File: src/rtl/bptc_pkg.sv
// bptc_pkg: shared types, register indexes and constants for the compensation core
// no dependencies
package bptc_pkg;

    localparam int CfgIdxW  = 3;
    localparam int CfgDataW = 48;

    localparam logic [CfgIdxW-1:0] REG_AC_FIRST  = 3'd0;
    localparam logic [CfgIdxW-1:0] REG_AC_SECOND = 3'd1;
    localparam logic [CfgIdxW-1:0] REG_B_ONE     = 3'd2;
    localparam logic [CfgIdxW-1:0] REG_B_TWO     = 3'd3;
    localparam logic [CfgIdxW-1:0] REG_M_C       = 3'd4;
    localparam logic [CfgIdxW-1:0] REG_M_D       = 3'd5;
    localparam logic [CfgIdxW-1:0] REG_OSS       = 3'd6;

    // divider steps per stage
    localparam int DivStep   = 4;
    localparam int DivStages = 32 / DivStep;
    // divider sideband: up, x1 and two flags for the temperature divide
    localparam int DivSideW  = 24 + 32 + 2;

    typedef struct packed {
        logic [15:0] raw_temp;
        logic [23:0] raw_press_word;
    } t_in;

    typedef struct packed {
        logic signed [15:0] temp_tenths;
        logic signed [31:0] pressure_pa;
        logic               div_zero;
    } t_out;

    typedef struct packed {
        logic signed [15:0] ac1;
        logic signed [15:0] ac2;
        logic signed [15:0] ac3;
        logic [15:0]        ac4;
        logic [15:0]        ac5;
        logic [15:0]        ac6;
        logic signed [15:0] b1;
        logic signed [15:0] b2;
        logic signed [15:0] mc;
        logic signed [15:0] md;
        logic [1:0]         oss;
    } t_cal;

    // state carried through one restoring divider stage
    typedef struct packed {
        logic [31:0] num;   // dividend, shifts into quotient
        logic [31:0] rem;
        logic [31:0] den;
    } t_div;

    function automatic t_div div_steps(input t_div d);
        t_div  r;
        logic [32:0] t;
        r = d;
        for (int k = 0; k < DivStep; k++) begin
            t = {r.rem, r.num[31]};
            r.num = {r.num[30:0], 1'b0};
            if (t >= {1'b0, r.den}) begin
                r.rem = 32'(t - {1'b0, r.den});
                r.num[0] = 1'b1;
            end else begin
                r.rem = t[31:0];
            end
        end
        return r;
    endfunction

endpackage

File: src/rtl/bptc_div_pipe.sv
// bptc_div_pipe: pipelined unsigned 32/32 restoring divider, 8 stages of 4 bits
// carries a sideband word alongside; depends on bptc_pkg
module bptc_div_pipe (
    input  logic                          i_clk,
    input  logic                          i_rst_n,
    input  logic                          i_en,
    input  logic                          i_valid,
    input  logic [31:0]                   i_num,
    input  logic [31:0]                   i_den,
    input  logic [bptc_pkg::DivSideW-1:0] i_side,
    output logic                          o_valid,
    output logic [31:0]                   o_quot,
    output logic [bptc_pkg::DivSideW-1:0] o_side
);
    bptc_pkg::t_div                r_d [bptc_pkg::DivStages];
    logic [bptc_pkg::DivSideW-1:0] r_s [bptc_pkg::DivStages];
    logic [bptc_pkg::DivStages-1:0] r_v;

    always_ff @(posedge i_clk) begin
        if (!i_rst_n) begin
            r_v <= '0;
        end else if (i_en) begin
            r_v <= {r_v[bptc_pkg::DivStages-2:0], i_valid};
        end
    end

    always_ff @(posedge i_clk) begin
        if (i_en) begin
            r_d[0] <= bptc_pkg::div_steps('{num: i_num, rem: 32'd0, den: i_den});
            r_s[0] <= i_side;
            for (int k = 1; k < bptc_pkg::DivStages; k++) begin
                r_d[k] <= bptc_pkg::div_steps(r_d[k-1]);
                r_s[k] <= r_s[k-1];
            end
        end
    end

    assign o_valid = r_v[bptc_pkg::DivStages-1];
    assign o_quot  = r_d[bptc_pkg::DivStages-1].num;
    assign o_side  = r_s[bptc_pkg::DivStages-1];
endmodule

File: config.mk
export PLATFORM = sky130hd
export DESIGN_NAME = bptc_div_pipe
export DESIGN_NICKNAME = d
export VERILOG_FILES = /design/src/rtl/bptc_pkg.sv /design/src/rtl/bptc_div_pipe.sv
export SDC_FILE = /design/constraint.sdc
export NUM_CORES = 2
export LEC_CHECK = 0
export BUFFER_PORTS_ARGS = -buffer_cell sky130_fd_sc_hd__clkbuf_2
export CORE_ASPECT_RATIO = 0.8
export CORE_UTILIZATION = 37
export CTS_CLUSTER_DIAMETER = 100
export DETAILED_ROUTE_END_ITERATION = 16
export HOLD_SLACK_MARGIN = 0.1
export MAX_ROUTING_LAYER = met4
export SYNTH_ARGS = -nofsm -noshare
export SYNTH_HDL_FRONTEND = slang
export SYNTH_SLANG_ARGS = --single-unit
export TNS_END_PERCENT = 5
File: constraint.sdc
create_clock -name i_clk -period 37 [get_ports i_clk]
set_clock_uncertainty 0.05 [all_clocks]
set_input_delay 5.55 -clock i_clk [delete_from_list [all_inputs] [get_ports i_clk]]
set_output_delay 5.55 -clock i_clk [all_outputs]
set_load 0.01 [all_outputs]
==> run summary <==
The cell type with the highest aggregate area in the netlist is sky130_fd_sc_hd__edfxtp_1. Along the worst path, the maximum fanout reaches 49. The worst setup path startpoint is i_den[0].

The area growth from synthesis to layout is 9.311%. The worst setup path is launched from a primary input. Max-cap violations in this run came to 0. The flip-flop and latch count after synthesis works out to 1176. Counting along the longest clock path gives a buffer depth of 4.

STA classifies the critical path endpoint as a register. The hold-fix buffer count after cts was 0. The number of placement rows is 165, and the die outline width is 567.4 µm. The initial utilization of the core area, before any placement, comes to 37.32%.

The remaining antenna violation count is 0. The number of gates given a new drive strength after cts is 0, and the fraction of layout instances using a drive strength above 1 is 10.59%. The smallest setup slack after layout is 17.69 ns, and the slew at the pin with the worst max-slew slack is 1.126 ns.

The multi-input combinational cells in the finished layout cover a total of 55700 µm². The number of sinks handled by clock tree synthesis was 1176; the detailed-router iteration count before antenna repair was 6. The family of cells with the greatest summed delay on the critical path is compound AO/OA/AOI/OAI gates. The later pin in the worst-skew pair is clocked with a latency of 0.86 ns.

The tools report the register-to-register path setup slack as 19.69 ns. The worst hold path class was reg2reg. The via count of the first global-routing pass is 70809, and the setup TNS after final layout is 0 ns.

TritonCTS built the clock tree. The average footprint of a synthesized cell came out at 9.862 µm². Setup repair after global routing left no endpoint under its margin. The final-report max-slew violation count is 0, and the global placer's final weighted congestion is 0.9396.

The critical path start-end classification is in2reg. At the worst endpoint, the arrival time is 19.83 ns. Dividing the detail-routed wire length by the instance count gives 21.36 µm.

For the hold violation count in the final report, the log shows 0. Using the TritonRoute via totals, the vias-per-cell ratio works out to 5.648. The post-synthesis instance area came out at 94620 µm². The tools report the placed wire-length estimate after detailed placement as 224300 µm.

Post-CTS timing repair inserted 0 buffers for setup. The pin count of the biggest net entering global routing was 185; the area share of the largest cell type after synthesis was 37.07%. For this block, the routed nets add up to 281500 µm of wire. In the routed design, unresolved DRC markers number 0.

The tools report the initial antenna violation count as 8. Critical path's slowest cell: sky130_fd_sc_hd__nor4b_1. The number of cells produced by synthesis was 9594. Synthesis instantiated 103 different standard cells from the library. In this run the standard cell core region covers 253500 µm². The number of placed instances, taps included, is 12930. The violation count after the first detailed-route iteration is 6751, and the fraction of registers with async set or reset after synthesis is 0%. The wire length of the first global-routing pass was 424800 µm; the placement-stage worst setup slack was 17.11 ns.

Register area: 35230 µm². After synthesis, flip-flops and latches occupy 37.24% of the total area. Yosys attributes the largest share of cell area to sky130_fd_sc_hd__edfxtp_1 (37%), sky130_fd_sc_hd__ha_1 (13%), sky130_fd_sc_hd__xnor2_1 (4.8%), sky130_fd_sc_hd__mux2_2 (4.6%), sky130_fd_sc_hd__a21oi_1 (4.5%). For the worst setup path, the data required time is 37.52 ns. Highest cell delay on the worst timing path: 0.79 ns. Pin placement for this block handled 217 I/O pins.

Dominant synthesized flop cell: sky130_fd_sc_hd__edfxtp_1. The startpoint of the worst hold path was r_s[0][200]. The logs give 74427 for the via count and 0 for the final-report setup violation count. The logs give 0 for the count of yosys warnings during synthesis and 13177 for the count of placed standard cells in the final layout, fillers left out. When the netlist entered floorplanning its net count stood at 10744.

The number of buffers and inverters on the critical path is 8. The most numerous cell type found on the critical path is sky130_fd_sc_hd__a21oi_1. The clock root buffer is sky130_fd_sc_hd__clkbuf_16. The H-tree depth reported by CTS was 4; the area of the die was 257800 µm². The flow ran to the end, and the final reports show no timing, DRC or antenna violations.

After global routing the overflow that remains totals 0. In this run the vertical extent of the chip is 454.3 µm. The fraction of the cycle the final worst path needs was 52.20%.

The tools report the final layout net count as 10888. The total of fill cells in the finished design is 24635, and the worst slew margin relative to its limit is 24.74%. The run gives 146 as the number of clock buffers inserted by TritonCTS. Static timing analysis puts the maximum clock frequency at 0.05178 GHz. The synthesized design contains 1168 enable-type register cells. The run gives 21.75% as the global routing usage summed across all routing layers.

The startpoint of the most critical register-to-register path was r_d[0][291]. The final critical path time including I/O delays and setup is 19.31 ns, and the number of input and output port buffers inserted is 216. Clock-pin slew was measured on the worst setup and hold paths at 0.07 ns.
[flip-flops by register name (all words and copies together), names as in the netlist]
signal  cells
r_d       704
r_s       464
r_v         8
[kinds of logic after synthesis]
kind of cell             after synthesis  synth area share [%]
AO/OA/AOI/OAI                       2843                 19.33
XOR/XNOR                             773                 7.155
adder cells (fa/ha/maj)             1024                 13.78
buffers and inverters                883                 3.950
flip-flops                          1176                 37.24
multiplexers                         534                 6.444
AND/OR/NAND/NOR                     2361                 12.10
[layout make-up]
type,instances,share of cell area [%]
multi-input cells,7535,53.86
diodes,1,0.002419
repair buffers,267,1.454
flip-flops and latches,1176,34.07
clock buffers,164,3.598
inverters,612,2.221
clock inverters,82,0.7597
well taps,3340,4.041
[worst register-to-register path: cells and delay by family (launching register included)]
kind | cells | cell delay (ns)
compound gates | 34 | 10.94
buf+inv | 7 | 2.12
simple gates | 7 | 1.57
fa+ha+maj | 4 | 1.44
flops | 1 | 0.55
mux | 1 | 0.41
[routing by layer]
metal  part of all wire [%]  GRT usage [%]  up-vias  wire (µm)
li1                       -              -    36193          -
met1                     48          30.26    35823     134700
met2                     44          33.20     2021     123300
met3                    5.4          2.580      390      15260
met4                    2.9          6.275        0       8253
met5                      0              -        -          0
[cells in the mapped netlist, types with 50 or more instances]
library cell,count
sky130_fd_sc_hd__nor2_1,676
sky130_fd_sc_hd__buf_4,93
sky130_fd_sc_hd__o21bai_1,141
sky130_fd_sc_hd__nor3_1,160
sky130_fd_sc_hd__mux2_4,52
sky130_fd_sc_hd__ha_1,994
sky130_fd_sc_hd__a31oi_1,78
sky130_fd_sc_hd__nand2b_1,119
sky130_fd_sc_hd__mux2i_1,89
sky130_fd_sc_hd__a21o_1,399
sky130_fd_sc_hd__a21oi_1,849
sky130_fd_sc_hd__o31ai_1,69
sky130_fd_sc_hd__o21ai_0,588
sky130_fd_sc_hd__xor2_1,250
sky130_fd_sc_hd__a21boi_0,50
sky130_fd_sc_hd__nand3_1,168
sky130_fd_sc_hd__or3_1,53
sky130_fd_sc_hd__nor4_1,60
sky130_fd_sc_hd__nand2_1,577
sky130_fd_sc_hd__nor2b_1,138
sky130_fd_sc_hd__xnor2_1,523
sky130_fd_sc_hd__inv_1,600
sky130_fd_sc_hd__a211oi_1,87
sky130_fd_sc_hd__and3_1,88
sky130_fd_sc_hd__nand4_1,130
sky130_fd_sc_hd__mux2_2,388
sky130_fd_sc_hd__clkbuf_1,134
sky130_fd_sc_hd__edfxtp_1,1168
sky130_fd_sc_hd__o21a_1,157
[through the flow]
step	utilization, %	area [µm²]	hold slack (ns)
3_3_place_gp	39.02	98920	0.3502
2_1_floorplan	-	94620	0.3503
3_5_place_dp	39.02	98920	0.3545
6_report	40.80	103400	0.3072
4_1_cts	40.80	103400	0.3183
5_1_grt	40.80	103400	0.3354
[path summary, 6_finish.rpt]
check / end / depth (start not counted)
setup / recovery: r_d[0][36] / 51
hold / removal: r_s[1][26] / 0
setup reg to reg: r_d[1][62] / 53
hold reg to reg: r_s[1][26] / 0
[layout by cell type (no fill, tap or decap), types with 50 or more instances in the layout]
master,n
sky130_fd_sc_hd__edfxtp_1,1168
sky130_fd_sc_hd__ha_1,994
sky130_fd_sc_hd__a21oi_1,847
sky130_fd_sc_hd__nor2_1,674
sky130_fd_sc_hd__inv_1,600
sky130_fd_sc_hd__o21ai_0,588
sky130_fd_sc_hd__nand2_1,577
sky130_fd_sc_hd__xnor2_1,523
sky130_fd_sc_hd__a21o_1,399
sky130_fd_sc_hd__mux2_2,388
sky130_fd_sc_hd__xor2_1,250
sky130_fd_sc_hd__clkbuf_2,215
sky130_fd_sc_hd__nand3_1,168
sky130_fd_sc_hd__nor3_1,160
sky130_fd_sc_hd__o21a_1,157
sky130_fd_sc_hd__clkbuf_16,146
sky130_fd_sc_hd__o21bai_1,141
sky130_fd_sc_hd__nor2b_1,138
sky130_fd_sc_hd__nand4_1,130
sky130_fd_sc_hd__nand2b_1,118
sky130_fd_sc_hd__mux2i_1,89
sky130_fd_sc_hd__and3_1,88
sky130_fd_sc_hd__a211oi_1,87
sky130_fd_sc_hd__a31oi_1,78
sky130_fd_sc_hd__o31ai_1,69
sky130_fd_sc_hd__nor4_1,60
sky130_fd_sc_hd__or3_1,53
sky130_fd_sc_hd__mux2_4,52
sky130_fd_sc_hd__a21boi_0,50
Power is left out: the tool's default activity adds up to more than one toggle a clock period on the data nets, which glitch-free logic cannot reach.
