--- src/rtl/bptc_pkg.sv ---
// bptc_pkg: shared types, register indexes and constants for the compensation core
// no dependencies
package bptc_pkg;

    localparam int CfgIdxW  = 3;
    localparam int CfgDataW = 48;

    localparam logic [CfgIdxW-1:0] REG_AC_FIRST  = 3'd0;
    localparam logic [CfgIdxW-1:0] REG_AC_SECOND = 3'd1;
    localparam logic [CfgIdxW-1:0] REG_B_ONE     = 3'd2;
    localparam logic [CfgIdxW-1:0] REG_B_TWO     = 3'd3;
    localparam logic [CfgIdxW-1:0] REG_M_C       = 3'd4;
    localparam logic [CfgIdxW-1:0] REG_M_D       = 3'd5;
    localparam logic [CfgIdxW-1:0] REG_OSS       = 3'd6;

    // divider steps per stage
    localparam int DivStep   = 4;
    localparam int DivStages = 32 / DivStep;
    // divider sideband: up, x1 and two flags for the temperature divide
    localparam int DivSideW  = 24 + 32 + 2;

    typedef struct packed {
        logic [15:0] raw_temp;
        logic [23:0] raw_press_word;
    } t_in;

    typedef struct packed {
        logic signed [15:0] temp_tenths;
        logic signed [31:0] pressure_pa;
        logic               div_zero;
    } t_out;

    typedef struct packed {
        logic signed [15:0] ac1;
        logic signed [15:0] ac2;
        logic signed [15:0] ac3;
        logic [15:0]        ac4;
        logic [15:0]        ac5;
        logic [15:0]        ac6;
        logic signed [15:0] b1;
        logic signed [15:0] b2;
        logic signed [15:0] mc;
        logic signed [15:0] md;
        logic [1:0]         oss;
    } t_cal;

    // state carried through one restoring divider stage
    typedef struct packed {
        logic [31:0] num;   // dividend, shifts into quotient
        logic [31:0] rem;
        logic [31:0] den;
    } t_div;

    function automatic t_div div_steps(input t_div d);
        t_div  r;
        logic [32:0] t;
        r = d;
        for (int k = 0; k < DivStep; k++) begin
            t = {r.rem, r.num[31]};
            r.num = {r.num[30:0], 1'b0};
            if (t >= {1'b0, r.den}) begin
                r.rem = 32'(t - {1'b0, r.den});
                r.num[0] = 1'b1;
            end else begin
                r.rem = t[31:0];
            end
        end
        return r;
    endfunction

endpackage

--- src/rtl/bptc_cfg.sv ---
// bptc_cfg: calibration and oversampling register file
// depends on bptc_pkg
module bptc_cfg (
    input  logic                          i_clk,
    input  logic                          i_rst_n,
    input  logic                          i_cfg_we,
    input  logic [bptc_pkg::CfgIdxW-1:0]  i_cfg_idx,
    input  logic [bptc_pkg::CfgDataW-1:0] i_cfg_data,
    output bptc_pkg::t_cal                o_cal
);
    bptc_pkg::t_cal r_cal;

    always_ff @(posedge i_clk) begin
        if (!i_rst_n) begin
            r_cal     <= '0;
            r_cal.oss <= 2'd3;
        end else if (i_cfg_we) begin
            case (i_cfg_idx)
                bptc_pkg::REG_AC_FIRST: begin
                    r_cal.ac1 <= i_cfg_data[47:32];
                    r_cal.ac2 <= i_cfg_data[31:16];
                    r_cal.ac3 <= i_cfg_data[15:0];
                end
                bptc_pkg::REG_AC_SECOND: begin
                    r_cal.ac4 <= i_cfg_data[47:32];
                    r_cal.ac5 <= i_cfg_data[31:16];
                    r_cal.ac6 <= i_cfg_data[15:0];
                end
                bptc_pkg::REG_B_ONE: r_cal.b1  <= i_cfg_data[15:0];
                bptc_pkg::REG_B_TWO: r_cal.b2  <= i_cfg_data[15:0];
                bptc_pkg::REG_M_C:   r_cal.mc  <= i_cfg_data[15:0];
                bptc_pkg::REG_M_D:   r_cal.md  <= i_cfg_data[15:0];
                bptc_pkg::REG_OSS:   r_cal.oss <= i_cfg_data[1:0];
                default: ;
            endcase
        end
    end

    assign o_cal = r_cal;
endmodule

--- config.mk ---
export PLATFORM = sky130hd
export DESIGN_NAME = bptc_cfg
export DESIGN_NICKNAME = d
export VERILOG_FILES = /design/src/rtl/bptc_pkg.sv /design/src/rtl/bptc_cfg.sv
export SDC_FILE = /design/constraint.sdc
export NUM_CORES = 1
export LEC_CHECK = 0
export BUFFER_PORTS_ARGS = -buffer_cell sky130_fd_sc_hd__buf_2
export CAP_MARGIN = 40
export CELL_PAD_IN_SITES_DETAIL_PLACEMENT = 1
export CELL_PAD_IN_SITES_GLOBAL_PLACEMENT = 1
export CORE_MARGIN = 3
export CORE_UTILIZATION = 30
export DETAILED_ROUTE_END_ITERATION = 10
export PLACE_DENSITY_LB_ADDON = 0.1
export SLEW_MARGIN = 20
export SYNTH_ARGS = -nofsm -noshare
export SYNTH_HDL_FRONTEND = slang
export SYNTH_SLANG_ARGS = --single-unit
--- constraint.sdc ---
create_clock -name i_clk -period 1.1 [get_ports i_clk]
set_input_delay 0.22 -clock i_clk [delete_from_list [all_inputs] [get_ports i_clk]]
set_output_delay 0.22 -clock i_clk [all_outputs]
set_load 0.005 [all_outputs]
==> summary.txt, run 1 <==
Detailed routing
  – Post-route ant nets: 0
  – DR iter-0 viols: 87
  – WL per Instance: 16.5 µm
  – Vias: 5,007
  – Final WL: 18.4 mm
  – Router iterations before antenna repair: 4
  – Vias per cell: 4.49
  – DRC errors left: 0

Critical path
  – Critical Path Sink Type: output pin
  – Crit path largest cell delay: 0.34 ns
  – CP Class: reg2out
  – Reg2reg start: o_cal[133]$_SDFFE_PN0P_
  – CP startpoint: o_cal[8]$_SDFFE_PN0P_
  – Worst-path fanout max: 2
  – CP Cell Sequence: buf_2
  – Startpoint Class: flip-flop
  – Top cell family by delay on the critical path: flip-flops
  – Critical path arrival: 0.88 ns
  – Reg2Reg Setup Slack: 0.31 ns
  – Critical path buffer and inverter count: 1
  – Worst reg2reg path endpoint: o_cal[133]$_SDFFE_PN0P_
  – Worst reg2reg path depth: 4
  – Slowest cell on the critical path: dfxtp_2
  – CP required: 0.88 ns

Placed design
  – IO buf count: 215
  – Gp weighted congestion: 0.730
  – Pre-CTS setup slack: -0.259 ns
  – # placed instances: 1,059
  – HPWL after DPL: 13.4 mm

Floorplan
  – Total Die Area: 21,700 µm²
  – IO Count: 216
  – Die W: 147 µm
  – Die Ht: 147 µm
  – Row count: 51
  – Initial Utilization: 30.6%
  – Core area: 19,600 µm²

Pwr
  – Seq pwr share: 45.3%
  – Combinational cell fraction of total power: 7.6%
  – P_leak: 4.69 nW
  – Total power: 13.5 mW
  – Psw: 2.99 mW
  – Clk pwr share: 47.1%
  – Sw frac: 22.2%
  – Pwr/cell area: 1450 nW/µm²
  – Int Pwr: 10.5 mW
  – Peak supply drop: 0.961 mV

Global route
  – Initial antenna violation count: 1
  – Global-route wire length before repair: 28.8 mm
  – GRT Util Overall: 16.8%
  – Largest net degree at the start of global routing: 42
  – GRT Residual Overflow: 0
  – Vias in the first global route: 5,393

STA
  – Setup violators final: 0
  – Setup slack after layout: 0.00419 ns
  – Pins Over Slew Limit: 0
  – Final hold violation count: 0
  – RSZ-0062 raised after global routing: true
  – Final Skew: 0 ns
  – Share of the clock period used by the worst path: 99.6%
  – Worst-margin pin slew: 0.286 ns
  – Rel. slew slack: 80.9%
  – Minimum clock period: 1.10 ns
  – Max Fclk: 913 MHz

Clocking
  – H-Tree Depth: 4
  – CTS Buf Count: 17
  – TritonCTS clock tree: built
  – Clk root buf: clkbuf_16
  – Longest Clk Path Bufs: 2
  – Clk slew on worst S/H paths: 0.07 ns
  – CTS Sinks: 162
  – Hold bufs inserted after CTS: 0
  – Skew-Pair Late Insertion Delay: 0.41 ns

Yosys
  – Post-synth net total: 640
  – Cells after Synth: 586
  – Number of synthesized register bits: 162
  – Synth Cell Area: 6000 µm²
  – Syn. warnings: 0
  – Synth cell types: 13
  – Post-synth top area share: 54.0%
  – Mean post-synth cell area: 10.2 µm²
  – Register area share after synthesis: 54.0%
  – Synth area leader: dfxtp_1
  – Ranking of synthesized cells by area: dfxtp_1 54%, mux2i_1 27%, nand2_1 13%

Finish
  – Area delta synth->final: 55.1%
  – Nets: 892
  – Max reg flops: 162
  – Layout cells sized above 1: 55.2%
  – ANT cells: 0
  – Non-filler cells, final: 1,115

Hold path
  – Hold Startpoint: i_cfg_data[34]
  – HP Class: in2reg
  – Cells on Worst Hold Path: 3
  – Hold Path End: o_cal[148]$_SDFFE_PN0P_

Run
  – Max-Cap Viols: 0

Status
  – Outcome: completed
==> routing by layer <==
| layer | up-vias | track usage, % | part of all wire, % | wire length, µm |
|---|---|---|---|---|
| li1 | 2427 | - | - | - |
| met1 | 2429 | 18.8 | 41 | 7460 |
| met2 | 131 | 30.1 | 52 | 9560 |
| met3 | 18 | 6.28 | 6.5 | 1200 |
| met4 | 2 | 4.43 | 0.98 | 181 |
| met5 | - | 0 | 0.038 | 7 |
==> power by group through the flow <==
stage	clock network, mW	logic [mW]	registers [mW]
after global placement	0	0.901	6.19
after floorplan	0	0.425	6.20
after detailed placement	0	0.926	6.20
after global routing	6.80	1.12	6.12
final	6.34	1.02	6.11
after CTS	6.54	0.988	6.10
==> stage by stage <==
stage,instance area [µm²],TNS [ns],hold WS (ns),util [%]
floorplan,6010,-0.307,0.382,-
global placement,7680,-17.64,0.441,39.2
detailed placement,7680,-21.89,0.451,39.2
CTS,8910,-0.402,0.0425,45.5
global route,9310,-1.99,0.0536,47.5
finish,9310,0,0.0616,47.5
==> how the worst max path moves through the flow <==
| stage | slack [ns] | cells after the start | endpoint |
|---|---|---|---|
| after floorplan | -0.02 | 4 | o_cal[125]$_SDFFE_PN0P_ |
| after global placement | -0.20 | 5 | o_cal[118]$_SDFFE_PN0P_ |
| after detailed placement | -0.26 | 5 | o_cal[118]$_SDFFE_PN0P_ |
| after CTS | -0.03 | 1 | o_cal[65] |
| after global routing | -0.04 | 1 | o_cal[8] |
| final | 0.004 | 1 | o_cal[8] |
==> cell usage after synthesis <==
library cell,instances
nand2_1,208
dfxtp_1,162
mux2i_1,162
clkbuf_1,19
buf_2,8
buf_4,8
buf_6,6
nor2b_1,4
nand4bb_1,3
buf_1,2
nand4b_1,2
and4b_1,1
nor4b_4,1
==> cell families after synthesis <==
kind of cell / Yosys count / share of synthesized area, %
buffers and inverters: 43 / 4.11
flip-flops: 162 / 54.0
multiplexers: 162 / 27.0
AND/OR/NAND/NOR: 219 / 14.8
==> final cells by class <==
| type | instances | area [µm²] |
|---|---|---|
| clock buffers | 20 | 457 |
| clock inverters | 11 | 176 |
| fillers | 2171 | 10300 |
| multi-input cells | 381 | 2530 |
| flip-flops and latches | 162 | 3440 |
| well taps | 265 | 332 |
| repair buffers | 276 | 2370 |
==> cell usage in the layout, fill, tap and decap left out, types with 2 or more instances in the layout <==
master     count
dfxtp_2      161
inv_6          3
clkbuf_8       2
mux2i_1      162
buf_6         98
buf_12        18
nand4bb_1      2
clkinv_4       2
clkbuf_16     17
nor2b_1        4
bufinv_16      4
nand2_1      208
buf_4         43
nand4b_1       2
buf_2        117
==> what timing repair did <==
item	CTS	global route
setup endpoints to repair	149	159
gates resized for setup	202	56
gates cloned	0	0
setup buffers	11	14
No activity file was read; power rests on OpenSTA's default activity.
==> run 2: changes to the inputs <==
--- a/config.mk
+++ b/config.mk
@@ -9,7 +9,6 @@
 export CAP_MARGIN = 40
 export CELL_PAD_IN_SITES_DETAIL_PLACEMENT = 1
 export CELL_PAD_IN_SITES_GLOBAL_PLACEMENT = 1
-export CORE_MARGIN = 3
 export CORE_UTILIZATION = 30
 export DETAILED_ROUTE_END_ITERATION = 10
 export PLACE_DENSITY_LB_ADDON = 0.1
==> run 2 against run 1 <==
Against the previous run: the flow now finishes with violations (setup timing); count of clock-buffer cells in the layout is 1 higher; cell count is 0.72% lower; setup slack worse by 0.0071 ns; largest power group unchanged; total power is 1.3% lower; critical path depth stayed put.
==> summary.txt, run 2 (synthesized netlist as in run 1, its figures left out) <==
Pwr
  – Peak supply drop: 0.989 mV
  – Total power: 13.3 mW
  – P_leak: 4.61 nW
  – Pwr/cell area: 1450 nW/µm²

Critical path
  – CP Cell Sequence: buf_2
  – Worst reg2reg path depth: 3
  – CP Depth: 1
  – CP required: 0.88 ns
  – Worst reg2reg path endpoint: o_cal[72]$_SDFFE_PN0P_
  – Critical Path Sink Type: output pin
  – Critical path arrival: 0.88 ns
  – Critical path buffer and inverter count: 1
  – Top cell family by delay on the critical path: flip-flops
  – CP Class: reg2out
  – CP startpoint: o_cal[118]$_SDFFE_PN0P_
  – Crit path largest cell delay: 0.34 ns
  – Reg2reg start: o_cal[72]$_SDFFE_PN0P_
  – Startpoint Class: flip-flop
  – Worst-path fanout max: 2
  – Worst Setup EP: o_cal[118]
  – Slowest cell on the critical path: dfxtp_2
  – Reg2Reg Setup Slack: 0.38 ns

Clocking
  – Skew-Pair Late Insertion Delay: 0.42 ns
  – Longest Clk Path Bufs: 2
  – H-Tree Depth: 4
  – Clk slew on worst S/H paths: 0.06 ns
  – Clk root buf: clkbuf_16
  – TritonCTS clock tree: built
  – CTS Buf Count: 17
  – Hold bufs inserted after CTS: 0
  – CTS Sinks: 162

Global route
  – GRT Residual Overflow: 0
  – Vias in the first global route: 5,148
  – GRT Util Overall: 17.4%
  – Global-route wire length before repair: 27.0 mm
  – Largest net degree at the start of global routing: 38
  – Initial antenna violation count: 0

Detailed routing
  – Post-route ant nets: 0
  – Vias per cell: 4.46
  – Vias: 4,939
  – WL per Instance: 15.9 µm
  – DR iter-0 viols: 99
  – DRC errors left: 0
  – Router iterations before antenna repair: 4
  – Final WL: 17.6 mm

STA
  – Worst-margin pin slew: 0.323 ns
  – Pins Over Slew Limit: 0
  – Final hold violation count: 0
  – Setup slack after layout: -0.00296 ns
  – Setup violators final: 2
  – Final Skew: 0 ns
  – Share of the clock period used by the worst path: 100%
  – Setup TNS: -0.00340 ns
  – Minimum clock period: 1.10 ns
  – Hold WS: 0.0527 ns
  – Rel. slew slack: 78.5%
  – RSZ-0062 raised after global routing: true
  – Max Fclk: 907 MHz

Placed design
  – HPWL after DPL: 12.6 mm
  – IO buf count: 215
  – Pre-CTS setup slack: -0.273 ns
  – # placed instances: 1,054
  – Gp weighted congestion: 0.775

Status
  – Outcome: finished with violations
  – Failing checks: setup timing

Hold path
  – Hold Startpoint: i_cfg_data[28]
  – HP Class: in2reg

Finish
  – Fillcell total: 2,192
  – Most common cell after layout, fill and taps aside: nand2_1
  – Area delta synth->final: 53.0%
  – Commonest cells after routing, fill and taps aside: 208 x nand2_1, 162 x mux2i_1, 162 x dfxtp_2, 115 x buf_2, 100 x buf_6
  – Max reg flops: 162
  – Nets: 883
  – Non-filler cells, final: 1,107
  – Layout cells sized above 1: 54.9%
  – ANT cells: 0

Floorplan
  – Total Die Area: 20,600 µm²
  – Die W: 143 µm
  – Row count: 51
  – Initial Utilization: 30.7%
  – Core area: 19,500 µm²
  – IO Count: 216
  – Die Ht: 143 µm

Run
  – Max-Cap Viols: 0
[run 2: repair_timing]
action / CTS / global route
endpoints found under the setup margin: 153 / 162
setup buffers: 11 / 10
gates resized for setup: 204 / 57
[run 2: layout make-up]
cell class | instances | area, µm² | share of cell area (%)
tap | 265 | 332 | 3.61
clock buffer | 21 | 470 | 5.12
clock inverter | 11 | 150 | 1.64
sequential | 162 | 3450 | 37.5
timing repair buffer | 267 | 2250 | 24.6
multi-input combinational | 381 | 2530 | 27.5
[run 2: power by group]
group / switching, mW / internal, mW
clock network: 2.43 / 3.77
logic: 0.482 / 0.510
registers: 0.0850 / 6.02
[run 2: stage by stage]
step	area (µm²)	utilization (%)
after global routing	9180	47.0
after detailed placement	7580	38.8
after CTS	8790	45.0
after floorplan	6010	-
final	9180	47.0
after global placement	7580	38.8
[run 2: per-layer routing]
layer	vias to the layer above	GRT usage [%]	wire, µm
li1	2411	-	-
met1	2371	18.9	7150
met2	137	31.1	8980
met3	20	6.23	1230
met4	0	5.82	252
met5	-	0	0
[run 2: worst min path at each step]
stage / endpoint / slack (ns) / cells past startpoint
3_5_place_dp: o_cal[153]$_SDFFE_PN0P_ / 0.45 / 2
3_3_place_gp: o_cal[145]$_SDFFE_PN0P_ / 0.44 / 2
5_1_grt: o_cal[139]$_SDFFE_PN0P_ / 0.04 / 3
6_report: o_cal[94]$_SDFFE_PN0P_ / 0.05 / 3
4_1_cts: o_cal[94]$_SDFFE_PN0P_ / 0.04 / 3
2_1_floorplan: o_cal[100]$_SDFFE_PN0P_ / 0.38 / 2
==> run 3: changes to the inputs <==
--- a/config.mk
+++ b/config.mk
@@ -10,6 +10,7 @@
 export CELL_PAD_IN_SITES_DETAIL_PLACEMENT = 1
 export CELL_PAD_IN_SITES_GLOBAL_PLACEMENT = 1
 export CORE_UTILIZATION = 30
+export CTS_BUF_LIST = sky130_fd_sc_hd__clkbuf_4
 export DETAILED_ROUTE_END_ITERATION = 10
 export PLACE_DENSITY_LB_ADDON = 0.1
 export SLEW_MARGIN = 20
==> run 3 against run 2 <==
Against the previous run: the flow still finishes with violations (setup timing); critical path depth did not move; die area did not move; sequential share of layout area fell by 0.38 points; cell count rose by 4.0%; worst hold slack improved by 0.0096 ns; sequential power barely moved; total power fell by 18%; clock power fell by 40%; count of clock-buffer cells in the layout fell by 3; design area rose by 1.0%; critical path type unchanged; largest power group is now sequential cells; highest routed layer unchanged.
==> summary.txt, run 3 (synthesized netlist as in run 1, its figures left out) <==
Status
  – Outcome: finished with violations
  – Failing checks: setup timing

Critical path
  – Crit path largest cell delay: 0.36 ns
  – CP startpoint: o_cal[138]$_SDFFE_PN0P_
  – Critical path arrival: 1.03 ns
  – CP required: 0.88 ns
  – Reg2reg start: o_cal[1]$_SDFFE_PN1P_
  – Worst reg2reg path endpoint: o_cal[1]$_SDFFE_PN1P_
  – Reg2Reg Setup Slack: 0.33 ns
  – Worst reg2reg path depth: 3
  – Critical Path Sink Type: output pin
  – Worst-path fanout max: 2
  – CP Cell Sequence: buf_2
  – Critical path buffer and inverter count: 1
  – Top cell family by delay on the critical path: flip-flops
  – CP Class: reg2out
  – Slowest cell on the critical path: dfxtp_2
  – Startpoint Class: flip-flop

Pwr
  – Clk pwr share: 34.0%
  – Pwr/cell area: 1180 nW/µm²
  – Int Pwr: 8.21 mW
  – Peak supply drop: 0.672 mV
  – Combinational cell fraction of total power: 10.1%
  – Sw frac: 24.9%
  – P_leak: 4.65 nW
  – Seq pwr share: 55.9%
  – Psw: 2.72 mW

Clocking
  – CTS Buf Count: 17
  – Clk slew on worst S/H paths: 0.14 ns
  – Skew-Pair Late Insertion Delay: 0.54 ns
  – Longest Clk Path Bufs: 2
  – H-Tree Depth: 4
  – CTS Sinks: 162
  – TritonCTS clock tree: built
  – Clk root buf: clkbuf_4

STA
  – Final hold violation count: 0
  – Rel. slew slack: 78.3%
  – Setup violators final: 162
  – Setup slack after layout: -0.147 ns
  – Pins Over Slew Limit: 0
  – Minimum clock period: 1.25 ns
  – Worst-margin pin slew: 0.326 ns
  – Setup TNS: -20.51 ns
  – RSZ-0062 raised after global routing: true
  – Max Fclk: 802 MHz
  – Final Skew: 0 ns
  – Hold WS: 0.0623 ns
  – Share of the clock period used by the worst path: 113%

Finish
  – Most common cell after layout, fill and taps aside: nand2_1
  – Nets: 925
  – Fillcell total: 2,199
  – Area delta synth->final: 54.6%
  – Final core utilization: 47.5%
  – Max reg flops: 162
  – Commonest cells after routing, fill and taps aside: 208 x nand2_1, 162 x mux2i_1, 162 x dfxtp_2, 114 x buf_2, 101 x buf_6
  – Layout cells sized above 1: 52.6%
  – Non-filler cells, final: 1,151

Floorplan
  – Die W: 143 µm
  – Core area: 19,500 µm²
  – Initial Utilization: 30.7%
  – Total Die Area: 20,600 µm²
  – Die Ht: 143 µm
  – Row count: 51
  – IO Count: 216

Detailed routing
  – Post-route ant nets: 0
  – Vias: 5,164
  – Router iterations before antenna repair: 4
  – WL per Instance: 15.8 µm
  – DR iter-0 viols: 113
  – Vias per cell: 4.49
  – Final WL: 18.2 mm
  – DRC errors left: 0

Hold path
  – Cells on Worst Hold Path: 3
  – Hold Path End: o_cal[44]$_SDFFE_PN0P_
  – HP Class: in2reg
  – Hold Startpoint: i_cfg_data[10]

Placed design
  – HPWL after DPL: 12.6 mm
  – Gp weighted congestion: 0.775
  – # placed instances: 1,054
  – IO buf count: 215

Global route
  – GRT Residual Overflow: 0
  – Vias in the first global route: 5,332
  – Global-route wire length before repair: 27.6 mm
  – GRT Util Overall: 17.7%
  – Largest net degree at the start of global routing: 38
  – Initial antenna violation count: 1

Run
  – Max-Cap Viols: 0
## run 3: changes by cell type in the layout (fill, tap and decap cells not counted)
cell           change
dlygate4sd3_1     +37
clkbuf_4          +18
clkbuf_16         -17
buf_4              +5
clkbuf_8           -3
clkinv_1           +3
diode_2            +2
buf_2              -1
buf_6              +1
clkbuf_1           -1
## run 3: worst max path at each step
stage | to | slack, ns | depth (start not counted)
after detailed placement | o_cal[151]$_SDFFE_PN0P_ | -0.27 | 4
after global routing | o_cal[117] | -0.26 | 1
after CTS | o_cal[112] | -0.23 | 1
final | o_cal[138] | -0.15 | 1
after floorplan | o_cal[125]$_SDFFE_PN0P_ | -0.02 | 4
after global placement | o_cal[154]$_SDFFE_PN0P_ | -0.21 | 4
## run 3: final cells by class
class                   count  area (µm²)  area share (%)
flip-flops and latches    162        3450            37.1
repair buffers            309        2670            28.8
multi-input cells         381        2530            27.3
well taps                 265         332            3.57
clock inverters            14         161            1.74
clock buffers              18         135            1.46
diodes                      2        5.00          0.0540
## run 3: tightest hold or removal path, cell delays in order
cell	delay, ns
buf_2	0.10
nand2_1	0.17
mux2i_1	0.10
## run 3: metrics by stage
step,instance area (µm²),setup slack [ns],total power [mW]
floorplan,6010,-0.0154,6.63
global placement,7580,-0.211,7.07
detailed placement,7580,-0.273,7.09
CTS,8870,-0.228,11.1
global route,9280,-0.258,11.5
finish,9280,-0.147,10.9
## run 3: power groups by stage
stage / Sequential, mW / Clock, mW / Combinational, mW
finish: 6.10 / 3.71 / 1.11
global route: 6.12 / 4.16 / 1.21
CTS: 6.09 / 3.90 / 1.06
detailed placement: 6.20 / 0 / 0.899
global placement: 6.19 / 0 / 0.876
floorplan: 6.20 / 0 / 0.425
## run 3: what timing repair did
item                                   4_1_cts  5_1_grt
setup endpoints to repair                  162      162
endpoints found under the hold margin       77        2
gates resized for setup                    217       46
hold buffers                                36        1
pin swaps                                    0        0
buffers inserted                            12       14
## run 3: per-layer routing
metal | vias to the layer above | track usage (%) | routed length (µm)
met5 | - | 0 | 0
met1 | 2499 | 18.8 | 7320
met3 | 16 | 6.26 | 1190
met2 | 146 | 31.9 | 9430
li1 | 2503 | - | -
met4 | 0 | 6.27 | 251
